<file path="src/ppa_pkg.sv">
// Types, codes and sizes shared by the page pool allocator modules.
package ppa_pkg;

  // Pool capacity and derived widths
  localparam int MAX_PAGES = 1024;
  localparam int IDX_W     = $clog2(MAX_PAGES);
  localparam int CNT_W     = $clog2(MAX_PAGES + 1);

  // Field widths
  localparam int KIND_W   = 3;
  localparam int PAGE_W   = 10;
  localparam int STATUS_W = 2;
  localparam int OFFSET_W = 34;

  // Configuration register widths
  localparam int POOL_W = 11;
  localparam int TPP_W  = 9;
  localparam int HC_W   = 8;
  localparam int HW_W   = 10;
  localparam int CFG_W  = 11;
  localparam int CFGI_W = 2;

  // Request kinds
  localparam logic [KIND_W-1:0] KIND_ALLOC  = 3'd0;
  localparam logic [KIND_W-1:0] KIND_FREE   = 3'd1;
  localparam logic [KIND_W-1:0] KIND_LOCATE = 3'd2;
  localparam logic [KIND_W-1:0] KIND_QUERY  = 3'd3;
  localparam logic [KIND_W-1:0] KIND_RESET  = 3'd4;

  // Result status codes
  localparam logic [STATUS_W-1:0] STATUS_OK        = 2'd0;
  localparam logic [STATUS_W-1:0] STATUS_EXHAUSTED = 2'd1;
  localparam logic [STATUS_W-1:0] STATUS_INVALID   = 2'd2;
  localparam logic [STATUS_W-1:0] STATUS_NOT_ALLOC = 2'd3;

  // Configuration register indexes
  localparam logic [CFGI_W-1:0] CFG_POOL_PAGES      = 2'd0;
  localparam logic [CFGI_W-1:0] CFG_TOKENS_PER_PAGE = 2'd1;
  localparam logic [CFGI_W-1:0] CFG_HEAD_COUNT      = 2'd2;
  localparam logic [CFGI_W-1:0] CFG_HEAD_WIDTH      = 2'd3;

  // Input transaction
  typedef struct packed {
    logic [KIND_W-1:0] kind;
    logic [PAGE_W-1:0] page_id;
  } ppa_in_t;

  // Result transaction
  typedef struct packed {
    logic [STATUS_W-1:0] status;
    logic [PAGE_W-1:0]   page_number;
    logic                allocated_flag;
    logic [OFFSET_W-1:0] element_offset;
  } ppa_out_t;

  // Access bundle for the stack and bitmap memories
  typedef struct packed {
    logic [IDX_W-1:0] map_rd_addr;
    logic [IDX_W-1:0] stk_rd_addr;
    logic             stk_we;
    logic [IDX_W-1:0] stk_waddr;
    logic [IDX_W-1:0] stk_wdata;
    logic             map_we;
    logic [IDX_W-1:0] map_waddr;
    logic             map_wdata;
  } ppa_mem_req_t;

endpackage

</file>
<file path="src/ppa_offset.sv">
// Three-stage multiplier chain for page * tokens * heads * head width.
module ppa_offset (
  input  logic                         clk,
  input  logic                         rst_n,
  input  logic                         start,
  input  logic [ppa_pkg::PAGE_W-1:0]   page,
  input  logic [ppa_pkg::TPP_W-1:0]    tokens_per_page,
  input  logic [ppa_pkg::HC_W-1:0]     head_count,
  input  logic [ppa_pkg::HW_W-1:0]     head_width,
  output logic                         done,
  output logic [ppa_pkg::OFFSET_W-1:0] offset
);
  import ppa_pkg::*;

  localparam int S1_W = PAGE_W + TPP_W;
  localparam int S2_W = S1_W + HC_W;
  localparam int S3_W = S2_W + HW_W;

  logic [TPP_W-1:0] tpp_sat;
  logic [HC_W-1:0]  hc_sat;
  logic [HW_W-1:0]  hw_sat;
  logic [S1_W-1:0]  s1_r;
  logic [S2_W-1:0]  s2_r;
  logic [S3_W-1:0]  s3_r;
  logic             v1_r, v2_r, v3_r;

  // Saturate the geometry to its upper bounds
  assign tpp_sat = (tokens_per_page > 9'd256) ? 9'd256 : tokens_per_page;
  assign hc_sat  = (head_count > 8'd128) ? 8'd128 : head_count;
  assign hw_sat  = (head_width > 10'd512) ? 10'd512 : head_width;

  // Advance the product one factor per stage
  always_ff @(posedge clk) begin
    s1_r <= S1_W'(page) * S1_W'(tpp_sat);
    s2_r <= S2_W'(s1_r) * S2_W'(hc_sat);
    s3_r <= S3_W'(s2_r) * S3_W'(hw_sat);
  end

  // Track the stage valids
  always_ff @(posedge clk) begin
    if (!rst_n) begin
      v1_r <= 1'b0;
      v2_r <= 1'b0;
      v3_r <= 1'b0;
    end else begin
      v1_r <= start;
      v2_r <= v1_r;
      v3_r <= v2_r;
    end
  end

  assign done   = v3_r;
  assign offset = s3_r[OFFSET_W-1:0];

endmodule

</file>
<file path="config.mk">
export PLATFORM = sky130hd
export DESIGN_NAME = ppa_offset
export DESIGN_NICKNAME = d
export VERILOG_FILES = /design/src/ppa_pkg.sv /design/src/ppa_offset.sv
export SDC_FILE = /design/constraint.sdc
export NUM_CORES = 1
export LEC_CHECK = 0
export BUFFER_PORTS_ARGS = -buffer_cell sky130_fd_sc_hd__buf_2
export CORE_MARGIN = 1
export CORE_UTILIZATION = 70
export CTS_CLUSTER_DIAMETER = 200
export DETAILED_ROUTE_END_ITERATION = 7
export PLACE_DENSITY = 0.92
export SYNTH_ARGS = -nofsm -noshare
export SYNTH_HDL_FRONTEND = slang
export SYNTH_SLANG_ARGS = --single-unit
</file>
<file path="constraint.sdc">
create_clock -name clk -period 11.5 [get_ports clk]
set_input_delay 1.725 -clock clk [delete_from_list [all_inputs] [get_ports clk]]
set_output_delay 1.725 -clock clk [all_outputs]
set_load 0.005 [all_outputs]
</file>
==> results.tsv, run 1 <==
stage	metric	value	unit
run_status	status	finished clean	
timing	final setup vio count	0	
timing	clk_skew	0.0113	ns
routing	DRC errors left	0	
cts	CTS buffer count	9	
placement	Final Wtd Congestion	0.896	
global_route	vias in the first global route	15500	
floorplanning	row cnt	57	
cts	CTS Hold Bufs	0	
yosys	dominant synthesized flop cell	dfxtp_1	
placement	Cells after DPL	2347	
global_route	largest net degree at the start of global routing	36	
placement	Final HPWL DP	30900	um
routing	DR iter-0 viols	1072	
routing	Wirelength per Cell	16.6	um
cts	Skew-Pair Late Insertion Delay	0.37	ns
cts	clock transition at the registers of the reported paths	0.07	ns
yosys	Mean Syn Cell Area	8.63	um2
layout	Core Util, Final	0.752	
yosys	Mapped Cells	2030	
cts	H-tree depth	3	
setup_path	Crit path required time	11.76	ns
timing	RSZ-0062 raised after global routing	false	
layout	ant diodes	0	
timing	crit share post-route	0.652	
yosys	Synth cell types	64	
routing	Routed Antenna Nets	0	
timing	fmax	0.133	GHz
floorplanning	Die Ht	160	um
cts	clock sink count	83	
cts	Post-CTS Resized	0	
layout	most common cell after layout, fill and taps aside	inv_1	
floorplanning	die area	25700	um2
layout	Area Overhead vs Synth	4.95	%
cts	Post-CTS Setup Repair Bufs	0	
floorplanning	Die X-Extent	160	um
floorplanning	Core Area	24500	um2
layout	Finished Layout Cells	2363	
cts	clock root cell	clkbuf_16	
timing	Tmin final	7.50	ns
setup_path	endpoint type of the worst setup path	flip-flop	
timing	Fin Setup TNS	0	ns
global_route	gr usage total	0.333	
floorplanning	Top-Level Pins	75	
yosys	YS warnings	0	
setup_path	CP startpoint kind	input pin	
setup_path	Crit Path Max Fanout	27	
cts	CTS tree	done	
cts	Clock Path Buffers	2	
routing	DRT Wirelength	39200	um
yosys	Seq cells post-synth	83	
layout	Final #Nets	2573	
min_path	HP Class	flip-flop to flip-flop	
floorplanning	Initial Util	0.716	
setup_path	CP Class	input pin to flip-flop	
routing	Via Count	13700	
timing	Max-slew headroom	0.445	
timing	Final Max Tran Viols	0	
global_route	initial antenna violation count	0	
timing	Worst Tran Pin Value	0.832	ns
yosys	Syn Nets	2569	
flow_run	max cap viols	0	
placement	PortBufs	74	
setup_path	crit path DAT	7.76	ns
routing	Vias/cell	5.82	
yosys	Syn Std Cell Area	17500	um2
routing	DRT Pass-1 Iters	8	
layout	layout cells sized above 1	0.0574	
yosys	ys async rst share	0	
global_route	grt total ovfl	0	
yosys	Seq/Total Area, Yosys	0.0949	
layout	commonest non-fill, non-tap cells in the layout	inv_1 (428), nand2_1 (383), fa_1 (355)	
global_route	first-pass GRT wire length	69000	um
yosys	Post-synth EDFFs	0	
timing	final number of hold-violating endpoints	0	
-- synthesized netlist by cell type (13+ instances only) --
| cell type | count | area [um2] |
|---|---|---|
| o21ai_0 | 28 | 140 |
| ha_1 | 144 | 1800 |
| inv_1 | 428 | 1610 |
| a21o_1 | 22 | 165 |
| nor2b_1 | 28 | 175 |
| nor3_1 | 13 | 65.1 |
| dfxtp_1 | 83 | 1660 |
| nand2_1 | 383 | 1440 |
| xnor2_1 | 45 | 394 |
| xor2_1 | 13 | 114 |
| a21oi_1 | 48 | 240 |
| buf_1 | 39 | 146 |
| clkbuf_1 | 57 | 214 |
| fa_1 | 355 | 7110 |
| and2_1 | 159 | 995 |
| nor2_1 | 38 | 143 |
-- registers in the layout, summed over array words and instances, names as in the netlist --
name  count
s3_r     34
s2_r     27
s1_r     19
done      1
v1_r      1
v2_r      1
-- worst paths after layout --
path               startpoint  slack [ns]               end  cells after the start
max             head_width[4]        4.00  s3_r[30]$_DFF_P_                     22
min           v1_r$_SDFF_PN0_        0.44   v2_r$_SDFF_PN0_                      1
max reg2reg  s2_r[16]$_DFF_P_        5.72  s3_r[30]$_DFF_P_                     17
min reg2reg   v1_r$_SDFF_PN0_        0.44   v2_r$_SDFF_PN0_                      1
-- stage by stage --
stage          setup slack, ns  cell area (um2)  hold slack [ns]
5_1_grt                   3.75            18400            0.459
3_3_place_gp              3.93            18000            0.413
2_1_floorplan             4.19            17500            0.412
4_1_cts                   4.08            18400            0.449
6_report                  4.00            18400            0.440
3_5_place_dp              3.71            18000            0.429
-- routing by layer --
metal | global-route usage | up-vias | part of all wire | wire length [um]
li1 | - | 6091 | - | -
met1 | 0.388 | 6787 | 0.37 | 14300
met2 | 0.599 | 665 | 0.52 | 20300
met3 | 0.0473 | 201 | 0.072 | 2830
met4 | 0.166 | 0 | 0.045 | 1780
met5 | 0 | - | 0 | 0
-- final cells by class --
type,count,area (um2)
inverters,428,1610
repair buffers,90,490
fillers,1529,6080
flip-flops and latches,83,1660
well taps,324,405
clock inverters,7,111
clock buffers,9,225
multi-input cells,1422,13900
-- cell families (layout without fill, tap and decap cells) --
kind of cell / Yosys count / in the layout / share of synthesized area
buffers and inverters: 525 / 534 / 0.113
AO/OA/AOI/OAI: 181 / 181 / 0.0713
multiplexers: 1 / 1 / 0.000571
AND/OR/NAND/NOR: 683 / 683 / 0.183
flip-flops: 83 / 83 / 0.0949
XOR/XNOR: 58 / 58 / 0.0290
adder cells (fa/ha/maj): 499 / 499 / 0.509
-- worst max-delay path, cell delays in order --
cell and delay [ns]:
buf_2 0.10, nor4_1 0.28, a31oi_1 0.16, nor2b_1 0.16, buf_4 0.33, nand2_1 0.14, fa_1 0.56, inv_1 0.06
fa_1 0.54, fa_1 0.42, fa_1 0.49, inv_1 0.05, fa_1 0.47, inv_1 0.04, ha_1 0.36, a21oi_1 0.18
o22ai_1 0.14, o41ai_1 0.43, o21ai_1 0.20, a2111oi_4 0.47, nor2_1 0.14, o311ai_1 0.30
Power of run 1 is not shown: default switching activity piles up to over one toggle a cycle in this logic, so the estimate is an artifact.
==> run 2: changes to the inputs <==
--- a/config.mk
+++ b/config.mk
@@ -5,12 +5,13 @@
 export SDC_FILE = /design/constraint.sdc
 export NUM_CORES = 1
 export LEC_CHECK = 0
+export ABC_AREA = 1
 export BUFFER_PORTS_ARGS = -buffer_cell sky130_fd_sc_hd__buf_2
 export CORE_MARGIN = 1
-export CORE_UTILIZATION = 70
+export CORE_UTILIZATION = 59
 export CTS_CLUSTER_DIAMETER = 200
 export DETAILED_ROUTE_END_ITERATION = 7
-export PLACE_DENSITY = 0.92
+export PLACE_DENSITY = 0.83
 export SYNTH_ARGS = -nofsm -noshare
 export SYNTH_HDL_FRONTEND = slang
 export SYNTH_SLANG_ARGS = --single-unit
==> constraint.sdc (replaced) <==
create_clock -name clk -period 6.21 [get_ports clk]
set_input_delay 0.9315 -clock clk [delete_from_list [all_inputs] [get_ports clk]]
set_output_delay 0.9315 -clock clk [all_outputs]
set_load 0.005 [all_outputs]
==> run 2 against run 1 <==
- clock skew rose by 0.0048 ns
- die area up 25%
- first-iteration DRC count increased by 35%
- global-route usage shrank 2.7 points
- clock-buffer cell count rose by 3
- non-clock buffer count rose by 35
- sequential share of layout area shrank 0.64 points
- via count rose by 15%
- setup slack got worse by 3.7 ns
==> results.tsv, run 2 <==
stage	metric	value	unit	change
routing	Via Count	15800		+15%
placement	Final Wtd Congestion	0.939		+4.7%
global_route	grt total ovfl	0		unchanged
timing	final setup vio count	0		unchanged
layout	Area Overhead vs Synth	7.22	%	
yosys	Post-synth EDFFs	0		unchanged
cts	CTS Hold Bufs	0		unchanged
layout	number of flip-flops in the largest register	34		unchanged
setup_path	CP Class	input pin to flip-flop		
global_route	first-pass GRT wire length	77100	um	+12%
routing	DRT Pass-1 Iters	6		-2
floorplanning	Core Area	30700	um2	+25%
flow_run	max cap viols	0		unchanged
cts	H-tree depth	3		unchanged
cts	clock sink count	83		unchanged
global_route	global routing usage on met2	0.525		-0.0746
yosys	Seq cells post-synth	83		unchanged
cts	Skew-Pair Late Insertion Delay	0.36	ns	about the same
setup_path	Crit Path Max Fanout	18		-33%
floorplanning	Die Ht	179	um	+12%
global_route	vias in the first global route	16500		+7.0%
setup_path	CP startpoint kind	input pin		
timing	RSZ-0062 raised after global routing	false		
cts	CTS buffer count	9		unchanged
timing	clk_skew	0.0162	ns	+0.00483 ns
routing	DRC errors left	0		unchanged
timing	Hold Slack	0.421	ns	-0.0194 ns
yosys	Mapped Cells	2482		+22%
global_route	met1 usage	0.395		+0.00671
yosys	Synth cell types	38		-41%
global_route	largest net degree at the start of global routing	27		-25%
timing	Max-slew headroom	0.545		+0.101
yosys	Mean Syn Cell Area	7.43	um2	-14%
layout	ant diodes	0		unchanged
setup_path	endpoint type of the worst setup path	flip-flop		
layout	Finished Layout Cells	2953		+25%
layout	Final #Nets	3091		+20%
routing	DRT Wirelength	45200	um	+15%
layout	most common cell after layout, fill and taps aside	nand2_1		
yosys	largest area contributor in the netlist	fa_1		
placement	Cells after DPL	2936		+25%
floorplanning	Initial Util	0.602		-0.115
layout	Most flops, register	s3_r		
yosys	Post-synth top cells	nand2_1 (697), inv_1 (620), fa_1 (355)		
yosys	Syn Nets	3021		+18%
routing	Routed Antenna Nets	0		unchanged
yosys	Seq/Total Area, Yosys	0.0901		-0.00479
timing	crit share post-route	0.955		
global_route	GRT met3 Usage	0.0492		+0.00192
run_status	status	finished clean		
yosys	largest cells by area after synthesis	fa_1 (39%), nand2_1 (14%), inv_1 (13%)		
yosys	most frequent cell after synthesis	nand2_1		
timing	Final Max Tran Viols	0		unchanged
timing	Worst Tran Pin Value	0.680	ns	-0.152 ns
layout	commonest non-fill, non-tap cells in the layout	nand2_1 (694), inv_1 (620), fa_1 (355)		
layout	top flop regs	s3_r: 34 flops, s2_r: 27 flops, s1_r: 19 flops		
layout	layout cells sized above 1	0.0669		+0.00949
placement	PortBufs	74		unchanged
floorplanning	Top-Level Pins	75		unchanged
timing	Final WS setup	0.282	ns	-3.72 ns
floorplanning	die area	32000	um2	+25%
timing	final number of hold-violating endpoints	0		unchanged
floorplanning	Die X-Extent	179	um	+12%
cts	Clock Path Buffers	2		unchanged
setup_path	crit path DAT	6.22	ns	-1.54 ns
routing	Vias/cell	5.35		-8.1%
min_path	HP Class	flip-flop to flip-flop		
floorplanning	row cnt	64		+12%
cts	clock transition at the registers of the reported paths	0.07	ns	about the same
timing	Tmin final	5.93	ns	
global_route	Most Used Layer, Global Route	met2		
setup_path	Crit path required time	6.51	ns	-5.25 ns
global_route	initial antenna violation count	0		unchanged
timing	fmax	0.169	GHz	
cts	clock root cell	clkbuf_16		
placement	pre-CTS WS	-0.0647	ns	-3.77 ns
yosys	ys async rst share	0		unchanged
cts	CTS tree	done		
placement	Final HPWL DP	38400	um	+24%
yosys	post-synth top area share	0.385		-0.0205
routing	DR iter-0 viols	1452		+35%
yosys	Syn Std Cell Area	18400	um2	+5.3%
global_route	gr usage total	0.306		-0.0267
yosys	dominant synthesized flop cell	dfxtp_1		
yosys	YS warnings	0		unchanged
routing	Wirelength per Cell	15.3	um	-7.8%
## run 2: cell types whose count changed after synthesis, moves of 28 or more
cell and change:
nand2_1 +314, inv_1 +192, nor2_1 +189, and2_1 -156, nand3_1 +47, xnor2_1 -36, clkbuf_1 -33, nor2b_1 -28
## run 2: what timing repair did
action	in CTS	in global routing
resized for setup	0	9
buffers inserted	0	1
endpoints found under the setup margin	0	11
## run 2: layer usage
layer,wire [um],up-vias
met4,1230,0
met3,3630,127
li1,-,7335
met5,0,-
met2,21700,683
met1,18600,7644
## run 2: critical path: stages
cell     delay, ns
buf_2         0.10
inv_1         0.10
nand4_1       0.10
nor3_2        0.21
a21oi_4       0.15
inv_4         0.10
nand2_2       0.10
inv_4         0.11
buf_12        0.15
nand2_1       0.08
fa_1          0.52
inv_1         0.05
fa_1          0.51
inv_1         0.06
fa_1          0.54
inv_1         0.05
fa_1          0.49
fa_1          0.45
ha_1          0.37
nand2_1       0.16
nor2_4        0.18
nand3_1       0.14
nand2_1       0.17
nand2_1       0.13
nand3_1       0.09
nand2_1       0.06
nand2_1       0.07
## run 2: metrics by stage
step / instance area [um2] / util / TNS (ns)
3_5_place_dp: 19400 / 0.634 / -0.0792
2_1_floorplan: 18400 / - / 0
3_3_place_gp: 19400 / 0.634 / 0
4_1_cts: 19700 / 0.644 / 0
5_1_grt: 19800 / 0.645 / 0
6_report: 19800 / 0.645 / 0
## run 2: cells by family (layout without fill, tap and decap cells)
logic type                 after synthesis  count (layout)  synth area share
and+or+nand+nor                       1044            1044             0.226
buffers and inverters                  695             770             0.146
adders and majority gates              499             499             0.483
DFF                                     83              83            0.0901
AOI/OAI and AO/OA                      119             119            0.0353
xor gates and xnor gates                42              42            0.0199
## run 2: path summary, 6_finish.rpt
path                     from          endpoint  slack, ns  depth (start not counted)
max             head_width[1]  s3_r[28]$_DFF_P_       0.28                         27
min           v1_r$_SDFF_PN0_   v2_r$_SDFF_PN0_       0.42                          2
max reg2reg  s2_r[18]$_DFF_P_  s3_r[22]$_DFF_P_       1.21                         17
min reg2reg   v1_r$_SDFF_PN0_   v2_r$_SDFF_PN0_       0.42                          2
## run 2: area by class of cell
class,instances,area (um2)
multi-input combinational,1704,14100
inverter,629,2370
fill,2610,10900
timing repair buffer,125,828
tap,396,495
sequential,83,1660
clock inverter,4,48.8
clock buffer,12,256
Power of run 2 is left out for the same reason.
==> run 3: changes to the inputs <==
--- a/config.mk
+++ b/config.mk
@@ -12,6 +12,7 @@
 export CTS_CLUSTER_DIAMETER = 200
 export DETAILED_ROUTE_END_ITERATION = 7
 export PLACE_DENSITY = 0.83
+export REMOVE_ABC_BUFFERS = 1
 export SYNTH_ARGS = -nofsm -noshare
 export SYNTH_HDL_FRONTEND = slang
 export SYNTH_SLANG_ARGS = --single-unit
==> run 3 against run 2 <==
- sequential share of layout area about the same
- maximum frequency increased by 0.50%
- die area is the same
- critical endpoint is now s3_r[32]$_DFF_P_
- utilization shrank 0.14 points
- non-clock buffer count grew 2
- worst hold slack worse by 0.0051 ns
==> results.tsv, run 3 (same netlist as run 2, synthesis figures left out) <==
stage	metric	value	unit	change
routing	DR iter-0 viols	1183		-19%
timing	clk_skew	0.0101	ns	-0.00611 ns
layout	area occupied by multi-input gates	14100	um2	-0.17%
setup_path	Crit path required time	6.46	ns	-0.05 ns
layout	post-route cell area	19700	um2	-0.22%
floorplanning	Die Ht	179	um	unchanged
layout	Final #Nets	3093		+0.065%
routing	Via Count	15700		-0.70%
layout	Most flops, register	s3_r		
timing	Fin Setup TNS	0	ns	unchanged
global_route	gr usage total	0.309		+0.00306
timing	Final Max Tran Viols	0		unchanged
setup_path	CP startpoint kind	input pin		
cts	Clock Path Buffers	2		unchanged
layout	number of flip-flops in the largest register	34		unchanged
global_route	initial antenna violation count	0		unchanged
timing	crit share post-route	0.950		-0.00476
cts	Skew-Pair Late Insertion Delay	0.36	ns	about the same
run_status	status	finished clean		
placement	Final HPWL DP	38800	um	+1.1%
floorplanning	die area	32000	um2	unchanged
layout	Area Overhead vs Synth	6.98	%	
setup_path	r2r worst-path depth	17		unchanged
floorplanning	Die X-Extent	179	um	unchanged
routing	met1 WL	18200	um	-2.1%
layout	top flop regs	s3_r: 34 flops, s2_r: 27 flops, s1_r: 19 flops		
routing	DR top layer	met4		
floorplanning	Initial Util	0.602		unchanged
routing	Vias/cell	5.31		-0.77%
global_route	vias in the first global route	16800		+1.5%
global_route	grt total ovfl	0		unchanged
routing	DR WL met2	22000	um	+1.3%
timing	Max-slew headroom	0.514		-0.0312
timing	Hold Slack	0.415	ns	-0.00515 ns
routing	DRT Pass-1 Iters	6		unchanged
cts	H-tree depth	3		unchanged
global_route	largest net degree at the start of global routing	27		unchanged
placement	Final Wtd Congestion	0.948		+0.97%
setup_path	Buf/Inv on CP	7		-1
routing	DRT Wirelength	45300	um	+0.24%
setup_path	CP Depth	26		-3.7%
routing	Wirelength per Cell	15.3	um	+0.17%
routing	DRC errors left	0		unchanged
cts	CTS tree	done		
timing	fmax	0.170	GHz	+0.50%
layout	Finished Layout Cells	2955		+0.068%
cts	CTS Hold Bufs	0		unchanged
timing	Worst Tran Pin Value	0.726	ns	+0.0466 ns
placement	DP Area	19400	um2	about the same
layout	most common cell after layout, fill and taps aside	nand2_1		
placement	PortBufs	74		unchanged
global_route	first-pass GRT wire length	78000	um	+1.1%
setup_path	crit path DAT	6.14	ns	-0.08 ns
cts	Post-CTS Resized	0		unchanged
floorplanning	row cnt	64		unchanged
setup_path	endpoint type of the worst setup path	flip-flop		
flow_run	max cap viols	0		unchanged
floorplanning	Core Area	30700	um2	unchanged
setup_path	CP Class	input pin to flip-flop		
layout	ant diodes	0		unchanged
setup_path	Worst path slowest cell	fa_1		
layout	commonest non-fill, non-tap cells in the layout	nand2_1 (696), inv_1 (620), fa_1 (355)		
timing	final setup vio count	0		unchanged
placement	Cells after DPL	2939		+0.10%
setup_path	CP delay by family, top	adder cells		
min_path	HP Class	flip-flop to flip-flop		
cts	clock sink count	83		unchanged
cts	clock root cell	clkbuf_16		
timing	final number of hold-violating endpoints	0		unchanged
routing	Routed Antenna Nets	0		unchanged
routing	met3 wire len	3620	um	-0.36%
layout	layout cells sized above 1	0.0649		-0.00201
setup_path	CP dominant cell by count	nand2_1		
floorplanning	Top-Level Pins	75		unchanged
timing	Tmin final	5.90	ns	-0.0296 ns
min_path	Worst Hold Depth	2		unchanged
setup_path	Crit Path Max Fanout	21		+3
timing	RSZ-0062 raised after global routing	false		
setup_path	worst stage delay on the critical path	0.52	ns	-0.02 ns
cts	Post-CTS Setup Repair Bufs	0		unchanged
layout	fillers	2614		+0.15%
layout	Storage cell area	1660	um2	unchanged
cts	clock transition at the registers of the reported paths	0.06	ns	about the same
cts	CTS buffer count	9		unchanged
## run 3: cell count changes in the layout (fill, tap and decap cells not counted), sizes merged
cell      before  now
buf          125  127
clkinv         3    2
bufinv         1    0
inv          629  630
clkinvlp       0    2
clkbuf        12   11
## run 3: final cells by class
cell class / instances / area share
multi-input cells: 1704 / 0.714
inverters: 629 / 0.120
flip-flops and latches: 83 / 0.0842
repair buffers: 127 / 0.0421
clock inverters: 5 / 0.00190
well taps: 396 / 0.0251
clock buffers: 11 / 0.0123
## run 3: worst paths after layout
kind	slack, ns	start	endpoint
worst max-delay path	0.31	head_width[1]	s3_r[32]$_DFF_P_
worst min-delay path	0.42	v1_r$_SDFF_PN0_	v2_r$_SDFF_PN0_
worst max register to register	1.26	s2_r[19]$_DFF_P_	s3_r[24]$_DFF_P_
worst min register to register	0.42	v1_r$_SDFF_PN0_	v2_r$_SDFF_PN0_
## run 3: stage by stage
stage               utilization  setup WS [ns]
floorplan                     -          0.367
global route              0.643         0.0433
detailed placement        0.634        -0.0640
CTS                       0.643          0.304
global placement          0.634         0.0611
finish                    0.643          0.311
## run 3: metal layers
metal,up-vias,track usage
met5,-,0
li1,7340,-
met4,0,0.116
met1,7599,0.387
met2,611,0.530
met3,128,0.0577
## run 3: tightest hold or removal path, cell delays in order (launching register included)
cell	delay (ns)
dfxtp_1	0.31
nand2_1	0.04
inv_1	0.04
Power of run 3 is left out for the same reason.
